`config.mk`:
```
export PLATFORM = sky130hd
export DESIGN_NAME = tilt_fall_detector
export DESIGN_NICKNAME = d
export VERILOG_FILES = /design/src/hdl/tfd_pkg.sv /design/src/hdl/tfd_front.sv /design/src/hdl/tfd_queue.sv /design/src/hdl/tfd_back.sv /design/src/hdl/tilt_fall_detector.sv
export SDC_FILE = /design/constraint.sdc
export NUM_CORES = 1
export LEC_CHECK = 0
export BUFFER_PORTS_ARGS = -buffer_cell sky130_fd_sc_hd__buf_4
export CAP_MARGIN = 10
export CORE_ASPECT_RATIO = 1.1
export CORE_MARGIN = 3
export CORE_UTILIZATION = 60
export DETAILED_ROUTE_END_ITERATION = 8
export GPL_ROUTABILITY_DRIVEN = 0
export PLACE_DENSITY = 0.83
export SLEW_MARGIN = 5
export SYNTH_ARGS = -nofsm -noshare
export SYNTH_HDL_FRONTEND = slang
export SYNTH_SLANG_ARGS = --single-unit
```
`constraint.sdc`:
```
create_clock -name clock -period 9.65 [get_ports clock]
set_clock_uncertainty 0.05 [all_clocks]
set_input_delay 1.93 -clock clock [delete_from_list [all_inputs] [get_ports clock]]
set_output_delay 1.93 -clock clock [all_outputs]
set_load 0.01 [all_outputs]
```
`src/hdl/tfd_pkg.sv`:
```
package tfd_pkg;

   localparam int CountBits   = 8;
   localparam int LimitBits   = 8;
   localparam int CmpBits     = (CountBits > LimitBits) ? CountBits : LimitBits;
   localparam int AngleBits   = 13;
   localparam int WideBits    = 14;
   localparam int MagBits     = 12;
   localparam int StatusBits  = 3;
   localparam int QueueDepth  = 2;
   localparam int QueuePtrBits = $clog2(QueueDepth);
   localparam int QueueCntBits = $clog2(QueueDepth + 1);
   localparam int CsrAddrBits = 5;
   localparam int CsrDataBits = 32;

   typedef enum logic [StatusBits-1:0] {
      STATUS_STABLE   = 3'd0,
      STATUS_UNSTABLE = 3'd1,
      STATUS_FRONT    = 3'd2,
      STATUS_BACK     = 3'd3,
      STATUS_LEFT     = 3'd4,
      STATUS_RIGHT    = 3'd5
   } status_type;

   typedef enum logic [2:0] {
      REG_FWD_LOW   = 3'd0,
      REG_FWD_HIGH  = 3'd1,
      REG_SIDE_LIM  = 3'd2,
      REG_FALL_LIM  = 3'd3,
      REG_COUNT_LIM = 3'd4
   } reg_index_type;

   localparam logic signed [AngleBits-1:0] FwdLowReset  = -13'sd80;
   localparam logic signed [AngleBits-1:0] FwdHighReset = 13'sd400;
   localparam logic [MagBits-1:0]          SideLimReset = 12'd448;
   localparam logic [MagBits-1:0]          FallLimReset = 12'd960;
   localparam logic [LimitBits-1:0]        CountLimReset = 8'd10;

   typedef struct packed {
      logic unsafe;
      logic front_past;
      logic back_past;
      logic left_past;
      logic right_past;
   } class_type;

   typedef struct packed {
      logic signed [AngleBits-1:0] fwd_low;
      logic signed [AngleBits-1:0] fwd_high;
      logic [MagBits-1:0]          side_lim;
      logic [MagBits-1:0]          fall_lim;
   } limits_type;

endpackage

```
`src/hdl/tfd_front.sv`:
```
module tfd_front (
   input  logic                                   req_valid,
   output logic                                   req_ready,
   input  logic signed [tfd_pkg::AngleBits-1:0]   req_angle_a,
   input  logic signed [tfd_pkg::AngleBits-1:0]   req_angle_b,
   input  tfd_pkg::limits_type                    limits,
   input  logic                                   queue_full,
   output logic                                   push,
   output tfd_pkg::class_type                     push_class
);

   logic signed [tfd_pkg::WideBits-1:0] forward;
   logic signed [tfd_pkg::WideBits-1:0] side;
   logic signed [tfd_pkg::WideBits-1:0] abs_side;
   logic signed [tfd_pkg::WideBits-1:0] fall;
   logic signed [tfd_pkg::WideBits-1:0] neg_fall;
   logic signed [tfd_pkg::WideBits-1:0] low_lim;
   logic signed [tfd_pkg::WideBits-1:0] high_lim;
   logic signed [tfd_pkg::WideBits-1:0] side_lim;

   always_comb begin
      forward  = -tfd_pkg::WideBits'(req_angle_b);
      side     = tfd_pkg::WideBits'(req_angle_a);
      abs_side = side[tfd_pkg::WideBits-1] ? -side : side;
      fall     = $signed({2'b00, limits.fall_lim});
      neg_fall = -fall;
      low_lim  = tfd_pkg::WideBits'(limits.fwd_low);
      high_lim = tfd_pkg::WideBits'(limits.fwd_high);
      side_lim = $signed({2'b00, limits.side_lim});

      push_class.unsafe     = (forward < low_lim) || (forward > high_lim) ||
                              (abs_side > side_lim);
      push_class.front_past = forward > fall;
      push_class.back_past  = forward < neg_fall;
      push_class.right_past = side > fall;
      push_class.left_past  = side < neg_fall;
   end

   assign req_ready = !queue_full;
   assign push      = req_valid && !queue_full;

endmodule

```
`src/hdl/tfd_queue.sv`:
```
module tfd_queue (
   input  logic               clock,
   input  logic               reset,
   input  logic               push,
   input  tfd_pkg::class_type push_class,
   input  logic               pop,
   output logic               full,
   output logic               not_empty,
   output tfd_pkg::class_type pop_class
);

   tfd_pkg::class_type slot_ff [tfd_pkg::QueueDepth];
   logic [tfd_pkg::QueuePtrBits-1:0] wr_ptr_ff, wr_ptr_in;
   logic [tfd_pkg::QueuePtrBits-1:0] rd_ptr_ff, rd_ptr_in;
   logic [tfd_pkg::QueueCntBits-1:0] count_ff, count_in;

   assign full      = count_ff == tfd_pkg::QueueCntBits'(tfd_pkg::QueueDepth);
   assign not_empty = count_ff != '0;
   assign pop_class = slot_ff[rd_ptr_ff];

   always_comb begin
      wr_ptr_in = wr_ptr_ff;
      rd_ptr_in = rd_ptr_ff;
      if (push) begin
         wr_ptr_in = (wr_ptr_ff == tfd_pkg::QueuePtrBits'(tfd_pkg::QueueDepth - 1)) ?
                     '0 : wr_ptr_ff + 1'b1;
      end
      if (pop) begin
         rd_ptr_in = (rd_ptr_ff == tfd_pkg::QueuePtrBits'(tfd_pkg::QueueDepth - 1)) ?
                     '0 : rd_ptr_ff + 1'b1;
      end
      count_in = count_ff + tfd_pkg::QueueCntBits'(push) - tfd_pkg::QueueCntBits'(pop);
   end

   always_ff @(posedge clock) begin
      if (reset) begin
         wr_ptr_ff <= '0;
         rd_ptr_ff <= '0;
         count_ff  <= '0;
      end else begin
         wr_ptr_ff <= wr_ptr_in;
         rd_ptr_ff <= rd_ptr_in;
         count_ff  <= count_in;
      end
   end

   always_ff @(posedge clock) begin
      if (push) begin
         slot_ff[wr_ptr_ff] <= push_class;
      end
   end

endmodule

```
`src/hdl/tfd_back.sv`:
```
module tfd_back (
   input  logic                               clock,
   input  logic                               reset,
   input  logic                               not_empty,
   input  tfd_pkg::class_type                 pop_class,
   output logic                               pop,
   input  logic [tfd_pkg::LimitBits-1:0]      count_limit,
   output logic                               rsp_valid,
   input  logic                               rsp_ready,
   output logic [tfd_pkg::StatusBits-1:0]     rsp_status
);

   localparam logic [tfd_pkg::CountBits-1:0] CountMax = '1;

   logic [tfd_pkg::CountBits-1:0] front_count_ff, front_count_in;
   logic [tfd_pkg::CountBits-1:0] back_count_ff, back_count_in;
   logic [tfd_pkg::CountBits-1:0] left_count_ff, left_count_in;
   logic [tfd_pkg::CountBits-1:0] right_count_ff, right_count_in;
   logic [tfd_pkg::CountBits-1:0] stable_count_ff, stable_count_in;
   tfd_pkg::status_type           status_ff, status_in;
   logic                          rsp_valid_ff, rsp_valid_in;
   logic [tfd_pkg::CmpBits-1:0]   limit_ext;

   function automatic logic [tfd_pkg::CountBits-1:0] bump(
      input logic [tfd_pkg::CountBits-1:0] c
   );
      return (c == CountMax) ? c : c + 1'b1;
   endfunction

   function automatic logic over(
      input logic [tfd_pkg::CountBits-1:0] c,
      input logic [tfd_pkg::CmpBits-1:0]   lim
   );
      return tfd_pkg::CmpBits'(c) > lim;
   endfunction

   assign pop       = not_empty && (!rsp_valid_ff || rsp_ready);
   assign limit_ext = tfd_pkg::CmpBits'(count_limit);

   always_comb begin
      front_count_in  = front_count_ff;
      back_count_in   = back_count_ff;
      left_count_in   = left_count_ff;
      right_count_in  = right_count_ff;
      stable_count_in = stable_count_ff;
      status_in       = status_ff;
      rsp_valid_in    = rsp_valid_ff && !rsp_ready;

      if (pop) begin
         rsp_valid_in = 1'b1;
         if (pop_class.unsafe) begin
            stable_count_in = '0;
            front_count_in  = pop_class.front_past ? bump(front_count_ff) : '0;
            back_count_in   = pop_class.back_past  ? bump(back_count_ff)  : '0;
            left_count_in   = pop_class.left_past  ? bump(left_count_ff)  : '0;
            right_count_in  = pop_class.right_past ? bump(right_count_ff) : '0;
            if (pop_class.front_past || pop_class.back_past ||
                pop_class.left_past || pop_class.right_past) begin
               status_in = tfd_pkg::STATUS_UNSTABLE;
            end
         end else begin
            stable_count_in = bump(stable_count_ff);
            front_count_in  = '0;
            back_count_in   = '0;
            left_count_in   = '0;
            right_count_in  = '0;
         end

         if (over(front_count_in, limit_ext)) begin
            status_in = tfd_pkg::STATUS_FRONT;
         end else if (over(back_count_in, limit_ext)) begin
            status_in = tfd_pkg::STATUS_BACK;
         end else if (over(left_count_in, limit_ext)) begin
            status_in = tfd_pkg::STATUS_LEFT;
         end else if (over(right_count_in, limit_ext)) begin
            status_in = tfd_pkg::STATUS_RIGHT;
         end else if (over(stable_count_in, limit_ext)) begin
            status_in = tfd_pkg::STATUS_STABLE;
         end
      end
   end

   always_ff @(posedge clock) begin
      if (reset) begin
         front_count_ff  <= '0;
         back_count_ff   <= '0;
         left_count_ff   <= '0;
         right_count_ff  <= '0;
         stable_count_ff <= '0;
         status_ff       <= tfd_pkg::STATUS_STABLE;
         rsp_valid_ff    <= 1'b0;
      end else begin
         front_count_ff  <= front_count_in;
         back_count_ff   <= back_count_in;
         left_count_ff   <= left_count_in;
         right_count_ff  <= right_count_in;
         stable_count_ff <= stable_count_in;
         status_ff       <= status_in;
         rsp_valid_ff    <= rsp_valid_in;
      end
   end

   assign rsp_valid  = rsp_valid_ff;
   assign rsp_status = status_ff;

endmodule

```
`src/hdl/tilt_fall_detector.sv`:
```
// Tilt fall detector: each request carries one pair of filter angles in 1/16 degree; side tilt
// is angle_a and forward tilt is minus angle_b. Every request yields exactly one response with
// the status (stable, unstable, or a front, back, left or right fall). The block takes one
// request per clock cycle for as long as responses are taken. A response is offered once its
// request has passed through the two-entry queue between the classifying front and the counter
// stage and into the status register, which then holds the response until it is taken. While
// responses are held back, the queue holds up to two requests before the request side stalls.
// The five limit registers sit at byte addresses 0, 4, 8, 12 and 16 and should be written only
// while the block is idle.
module tilt_fall_detector (
   input  logic                                  clock,
   input  logic                                  reset,
   input  logic                                  req_valid,
   output logic                                  req_ready,
   input  logic signed [tfd_pkg::AngleBits-1:0]  req_angle_a,
   input  logic signed [tfd_pkg::AngleBits-1:0]  req_angle_b,
   output logic                                  rsp_valid,
   input  logic                                  rsp_ready,
   output logic [tfd_pkg::StatusBits-1:0]        rsp_status,
   input  logic                                  csr_psel,
   input  logic                                  csr_penable,
   input  logic                                  csr_pwrite,
   input  logic [tfd_pkg::CsrAddrBits-1:0]       csr_paddr,
   input  logic [tfd_pkg::CsrDataBits-1:0]       csr_pwdata,
   output logic [tfd_pkg::CsrDataBits-1:0]       csr_prdata,
   output logic                                  csr_pready
);

   tfd_pkg::limits_type           limits_ff, limits_in;
   logic [tfd_pkg::LimitBits-1:0] count_limit_ff, count_limit_in;
   logic                          csr_write;
   tfd_pkg::reg_index_type        csr_index;

   logic                          queue_full;
   logic                          queue_not_empty;
   logic                          push;
   logic                          pop;
   tfd_pkg::class_type            push_class;
   tfd_pkg::class_type            pop_class;

   assign csr_pready = 1'b1;
   assign csr_write  = csr_psel && csr_penable && csr_pwrite;
   assign csr_index  = tfd_pkg::reg_index_type'(csr_paddr[4:2]);

   always_comb begin
      limits_in      = limits_ff;
      count_limit_in = count_limit_ff;
      if (csr_write) begin
         case (csr_index)
            tfd_pkg::REG_FWD_LOW: begin
               limits_in.fwd_low = csr_pwdata[tfd_pkg::AngleBits-1:0];
            end
            tfd_pkg::REG_FWD_HIGH: begin
               limits_in.fwd_high = csr_pwdata[tfd_pkg::AngleBits-1:0];
            end
            tfd_pkg::REG_SIDE_LIM: begin
               limits_in.side_lim = csr_pwdata[tfd_pkg::MagBits-1:0];
            end
            tfd_pkg::REG_FALL_LIM: begin
               limits_in.fall_lim = csr_pwdata[tfd_pkg::MagBits-1:0];
            end
            tfd_pkg::REG_COUNT_LIM: begin
               count_limit_in = csr_pwdata[tfd_pkg::LimitBits-1:0];
            end
            default: begin
            end
         endcase
      end
   end

   always_comb begin
      case (csr_index)
         tfd_pkg::REG_FWD_LOW: begin
            csr_prdata = tfd_pkg::CsrDataBits'(limits_ff.fwd_low);
         end
         tfd_pkg::REG_FWD_HIGH: begin
            csr_prdata = tfd_pkg::CsrDataBits'(limits_ff.fwd_high);
         end
         tfd_pkg::REG_SIDE_LIM: begin
            csr_prdata = tfd_pkg::CsrDataBits'(limits_ff.side_lim);
         end
         tfd_pkg::REG_FALL_LIM: begin
            csr_prdata = tfd_pkg::CsrDataBits'(limits_ff.fall_lim);
         end
         tfd_pkg::REG_COUNT_LIM: begin
            csr_prdata = tfd_pkg::CsrDataBits'(count_limit_ff);
         end
         default: begin
            csr_prdata = '0;
         end
      endcase
   end

   always_ff @(posedge clock) begin
      if (reset) begin
         limits_ff.fwd_low  <= tfd_pkg::FwdLowReset;
         limits_ff.fwd_high <= tfd_pkg::FwdHighReset;
         limits_ff.side_lim <= tfd_pkg::SideLimReset;
         limits_ff.fall_lim <= tfd_pkg::FallLimReset;
         count_limit_ff     <= tfd_pkg::CountLimReset;
      end else begin
         limits_ff      <= limits_in;
         count_limit_ff <= count_limit_in;
      end
   end

   tfd_front u_front (
      .req_valid   (req_valid),
      .req_ready   (req_ready),
      .req_angle_a (req_angle_a),
      .req_angle_b (req_angle_b),
      .limits      (limits_ff),
      .queue_full  (queue_full),
      .push        (push),
      .push_class  (push_class)
   );

   tfd_queue u_queue (
      .clock      (clock),
      .reset      (reset),
      .push       (push),
      .push_class (push_class),
      .pop        (pop),
      .full       (queue_full),
      .not_empty  (queue_not_empty),
      .pop_class  (pop_class)
   );

   tfd_back u_back (
      .clock       (clock),
      .reset       (reset),
      .not_empty   (queue_not_empty),
      .pop_class   (pop_class),
      .pop         (pop),
      .count_limit (count_limit_ff),
      .rsp_valid   (rsp_valid),
      .rsp_ready   (rsp_ready),
      .rsp_status  (rsp_status)
   );

endmodule

```
Word-level counts from Yosys, hierarchy flattened

Memories as Yosys holds them, arrays and structs flattened. A register that Yosys moved wholly into a read port is not among the register bits.
Index checks and enable logic that the tools add are counted.

Add/sub/neg operators: 12
$mul: 0
Div/mod/pow operators: 0
$lt $le $gt $ge: 12
Equality and inequality tests: 10
Shift-type cells: 0
Mux-type cells: 35
Bitwise operators: 0
Reductions and logical operators: 24

Operators with widths:

| cell                | number |
|---|---|
| $pmux 32 s5         | 1 |
| $mux 8              | 19 |
| $gt 14x13->1        | 3 |
| $add 8x1->8 const B | 5 |
| $eq 8x8->1 const B  | 5 |
| $gt 8x8->1          | 5 |
| $neg 13->14         | 2 |
| $mux 3              | 7 |
| $lt 13x14->1        | 1 |
| $lt 14x13->1        | 1 |
| $lt 14x14->1        | 1 |
| $mux 14             | 1 |
| $neg 12->14         | 1 |
| $gt 13x13->1        | 1 |
| $reduce_bool 6->1   | 2 |
| $reduce_and 2->1    | 5 |
| $mux 1              | 7 |
| $eq 3x2->1 const B  | 2 |
| $logic_or 1x1->1    | 6 |
| $logic_and 1x1->1   | 5 |
| $eq 3x1->1 const B  | 1 |
| $eq 3x3->1 const B  | 1 |
| $logic_not 1->1     | 3 |
| $logic_not 3->1     | 1 |
| 6 further kinds     | 7 |

Flip-flop bits (word level): 106
Bits in latches: 0
Memory bits (writable): 10
Memory bits (read-only): 0
Output and inout port bits: 38
Logic and storage cells: 109
Memories: 1

Memory list:

| name            | depth | width | read ports | clocked after Yosys merged registers in | write ports | line            | source |
|---|---|---|---|---|---|---|---|
| u_queue.slot_ff | 2     | 5     | 1          | 1                                       | 1           | tfd_queue.sv:12 | `tfd_pkg::class_type slot_ff [tfd_pkg::QueueDepth];` |

Logic depth before layout (Yosys ltp)

Depth after elaboration: 10
Depth in mapped cells: 14
Depth with buffers taken out: 14

Cells and area by module

From an unflattened synthesis, not the netlist that was laid out.

Cell total of the unflattened synthesis: 1203
Area total of the unflattened synthesis: 10039.6 um^2

By module, submodules not included:

| module             | instances | cells an instance | area an instance (um^2) |
|---|---|---|---|
| tfd_back           | 1         | 469               | 3606.0 |
| tilt_fall_detector | 1         | 300               | 2960.3 |
| tfd_front          | 1         | 398               | 2897.8 |
| tfd_queue          | 1         | 36                | 575.6 |

Worst setup path before layout

Ideal clock, no wire load.

Path kind: in2out
Start point: input csr_paddr[2] in the netlist's numbering
End point: output csr_prdata[13] in the netlist's numbering
Arrival: 4334 ps
Data required time: 7670 ps
Slack: 3336 ps
Cell stages on the path: 6
Path buffers: 4
Path through: buf_2 buf_1 clkbuf_1 mux2i_1 nor3_1 buf_4

Word-level cells in the longest chain between the ends: 2

Ends and longest elaborated chain:

| element                                  | line                     | source |
|---|---|---|
| from (decl)                              | tilt_fall_detector.sv:23 | `input logic [tfd_pkg::CsrAddrBits-1:0] csr_paddr,` |
| $eq 3x3->1, or another cell as far along | tilt_fall_detector.sv:72 | `case (csr_index)` |
| $pmux 32 s5 *                            | tilt_fall_detector.sv:72 |  |
| to (decl)                                | tilt_fall_detector.sv:25 | `output logic [tfd_pkg::CsrDataBits-1:0] csr_prdata,` |

Every way passes the cells marked *; elsewhere a longest branch is shown, timed or not.

Worst setup path in the final report

Start point: input csr_paddr[2] in the netlist's numbering
End point: output csr_prdata[6] in the netlist's numbering

The elaborated chain is that of the path after synthesis.

==> out/qor.csv <==
stage,metric,value,unit
cts,cts-root-buf,clkbuf_16,
die,die_w,125,um
routing,vias_per_cell,6.13,
finish,fillers,1207,
finish,nets,1434,
sta,setup_viol,0,
sta,fin_crit_sh,55.8,%
global_routing,grt_pass1_wl,41100,um
sta,max_slew.worst_pin.slew,1.12,ns
setup_path,cp_data_arrival_time,3.41,ns
power,power.total,0.00161,W
power,p_leak,4.47,nW
synth,synth-async-reset-ratio,0,%
finish,drive_gt1_share,12.0,%
finish,mostFrequentLayoutCell,nand2_1,
setup_path,critPathKind,in -> out,
setup_path,worst_setup_path_end_kind,primary output,
global_routing,grt_remaining_overflow,0,
synth,synth_edf_count,10,
sta,finalHoldViolCount,0,
finish,antennaDiodeCount,0,
sta,slew_violations,0,
routing,wirelength,25300,um
sta,max_freq,186,MHz
die,start_util,61.6,%
die,ioPinCount,108,
hold_path,hold_class,reg -> reg,
routing,dr.pass1.iters,6,
cts,clock_path_buffers,2,
cts,htreeDepth,4,
setup_path,critPathRequiredTime,7.67,ns
synth,yosysUniqueCellTypes,69,
status,outcome,"complete, no violations",
synth,synth_area_leaders,"dfxtp_1 (23%), ha_1 (19%), nand2_1 (7.6%)",
synth,synth.avg_cell_area,7.88,um^2
synth,syn_area,9300,um^2
place,place_hpwl,18700,um
routing,route.vias.total,8785,
routing,ant_nets,0,
sta,setup_tns,0,ns
global_routing,grtUsageTotal,29.6,%
cts,post_cts_resized,0,
synth,synth_top_area_share,23.0,%
cts,path_clk_slew,0.06,ns
cts,cts_hold_buf,0,
finish,syn_to_final_growth,13.2,%
die,num_rows,47,
die,die_h,137,um
place,portBuffers,85,
synth,ys.flop_type,dfxtp_1,
sta,grt_setup_unrepaired,false,
synth,synth-seq-cells,117,
synth,yosys_warnings,0,
setup_path,start_kind,primary input,
global_routing,antenna_found_initial,0,
synth,synth_top_cell_by_area,dfxtp_1,
cts,cts_num_sinks,117,
cts,clk_latency,0.43,ns
routing,drc,0,
sta,max_slew_margin,25.1,%
synth,syn_nets,1390,
cts,cts_setup_buffers,0,
power,vdd_drop_max,0.135,mV
global_routing,grt_pass1_vias,8460,
cts,cts_buffers,17,
cts,cts_tree,yes,
die,fp.coreArea,15100,um^2
global_routing,grt_max_degree,88,
power,p_per_area,153,nW/um^2
routing,drt_iter0_drc,646,
routing,post_drt_wl_per_cell,17.7,um
die,die_area,17000,um^2
run,drv_cap,0,
synth,synthCells,1181,
setup_path,crit_fanout,29,
synth,synth.yosys.seq_area_share,26.3,%
finish,final_cell_mix,"nand2_1 (188), ha_1 (139), a21oi_1 (112)",
sta,min_period,5.39,ns
## worst max-delay path, cell delays in order
cell and delay [ns]:
buf_4 0.30, nor2b_1 0.49, a22oi_1 0.19, o22ai_1 0.31
buf_4 0.19
## cell type report
| cell class | instances | area (um^2) | area share, % |
|---|---|---|---|
| Timing Repair Buffer | 90 | 676 | 6.42 |
| Multi-Input combinational cell | 928 | 6290 | 59.8 |
| Clock buffer | 17 | 425 | 4.04 |
| Clock inverter | 15 | 183 | 1.73 |
| Tap cell | 196 | 245 | 2.33 |
| Inverter | 71 | 267 | 2.53 |
| Sequential cell | 117 | 2440 | 23.2 |
## logic make-up after synthesis
| logic type | Yosys count | share of synthesized area (%) |
|---|---|---|
| adders and majority gates | 139 | 18.7 |
| and+or+nand+nor | 439 | 22.4 |
| AOI/OAI and AO/OA | 276 | 18.3 |
| buffers and inverters | 136 | 6.33 |
| other | 1 | 0.0403 |
| muxes | 26 | 3.51 |
| xor gates and xnor gates | 47 | 4.43 |
| DFF | 117 | 26.3 |
## worst paths after layout
check | slack, ns | endpoint | cells past startpoint | startpoint
worst max-delay path | 4.26 | csr_prdata[6] | 5 | csr_paddr[2]
worst min-delay path | 0.41 | limits_ff[15] | 2 | limits_ff[15]
worst max register to register | 5.94 | u_back.rsp_status[0] | 10 | flip-flop
worst min register to register | 0.41 | limits_ff[15] | 2 | limits_ff[15]
## state kept, by name (all words and copies together) (netlist names), named ones only
name                    count
limits_ff                  50
u_queue.slot_ff            10
count_limit_ff              8
u_back.back_count_ff        8
u_back.front_count_ff       8
u_back.left_count_ff        8
u_back.right_count_ff       8
u_back.stable_count_ff      8
u_back.rsp_status           3
u_queue.count_ff            2
u_back.rsp_valid            1
u_queue.rd_ptr_ff           1
u_queue.wr_ptr_ff           1
## through the flow
step	worst slack (ns)	utilization (%)	std cells	cell area [um^2]	hold slack, ns
after global routing	4.05	69.7	1434	10500	0.421
after global placement	3.99	65.7	1402	9920	0.393
final	4.26	69.7	1434	10500	0.407
after floorplan	3.34	-	1181	9300	0.386
after CTS	4.26	69.7	1434	10500	0.409
after detailed placement	4.00	65.7	1402	9920	0.399
## power by group
group	switching, W	internal, W	total [W]	leakage (nW)
Clock	0.000259	0.000392	0.000652	0.302
Sequential	0.0000273	0.000518	0.000546	0.956
Combinational	0.000264	0.000148	0.000412	3.21
Total	0.000550	0.00106	0.00161	4.47
## cell usage after synthesis (3+ instances only)
cell type,count
nand2_1,188
ha_1,139
a21oi_1,112
dfxtp_1,107
nor2_1,82
inv_1,70
o21ai_0,40
clkbuf_1,38
nand4_1,32
nand3_1,28
xnor2_1,27
o211ai_1,26
nor2b_1,25
nor3_1,23
buf_4,20
xor2_1,20
mux2i_1,18
a22oi_1,17
a21o_1,16
and3_1,12
a31oi_1,10
edfxtp_1,10
a211oi_1,9
o22ai_1,9
nand2b_1,8
o21a_1,8
mux4_2,5
nor4_1,5
a21boi_0,4
and4_1,4
buf_1,4
o31ai_1,4
buf_2,3
mux2_2,3
nand3b_1,3
nand4b_1,3
nor3b_1,3
or4_1,3
or4b_2,3
## metal layers
layer / vias up / part of all wire, % / track usage (%) / wire [um]
li1: 4305 / - / - / -
met1: 4077 / 41 / 33.6 / 10300
met2: 313 / 49 / 52.9 / 12400
met3: 90 / 4.8 / 4.49 / 1210
met4: 0 / 5.4 / 17.7 / 1360
met5: - / 0 / 0 / 0
Note: power is estimated with default switching activity, not from simulation.
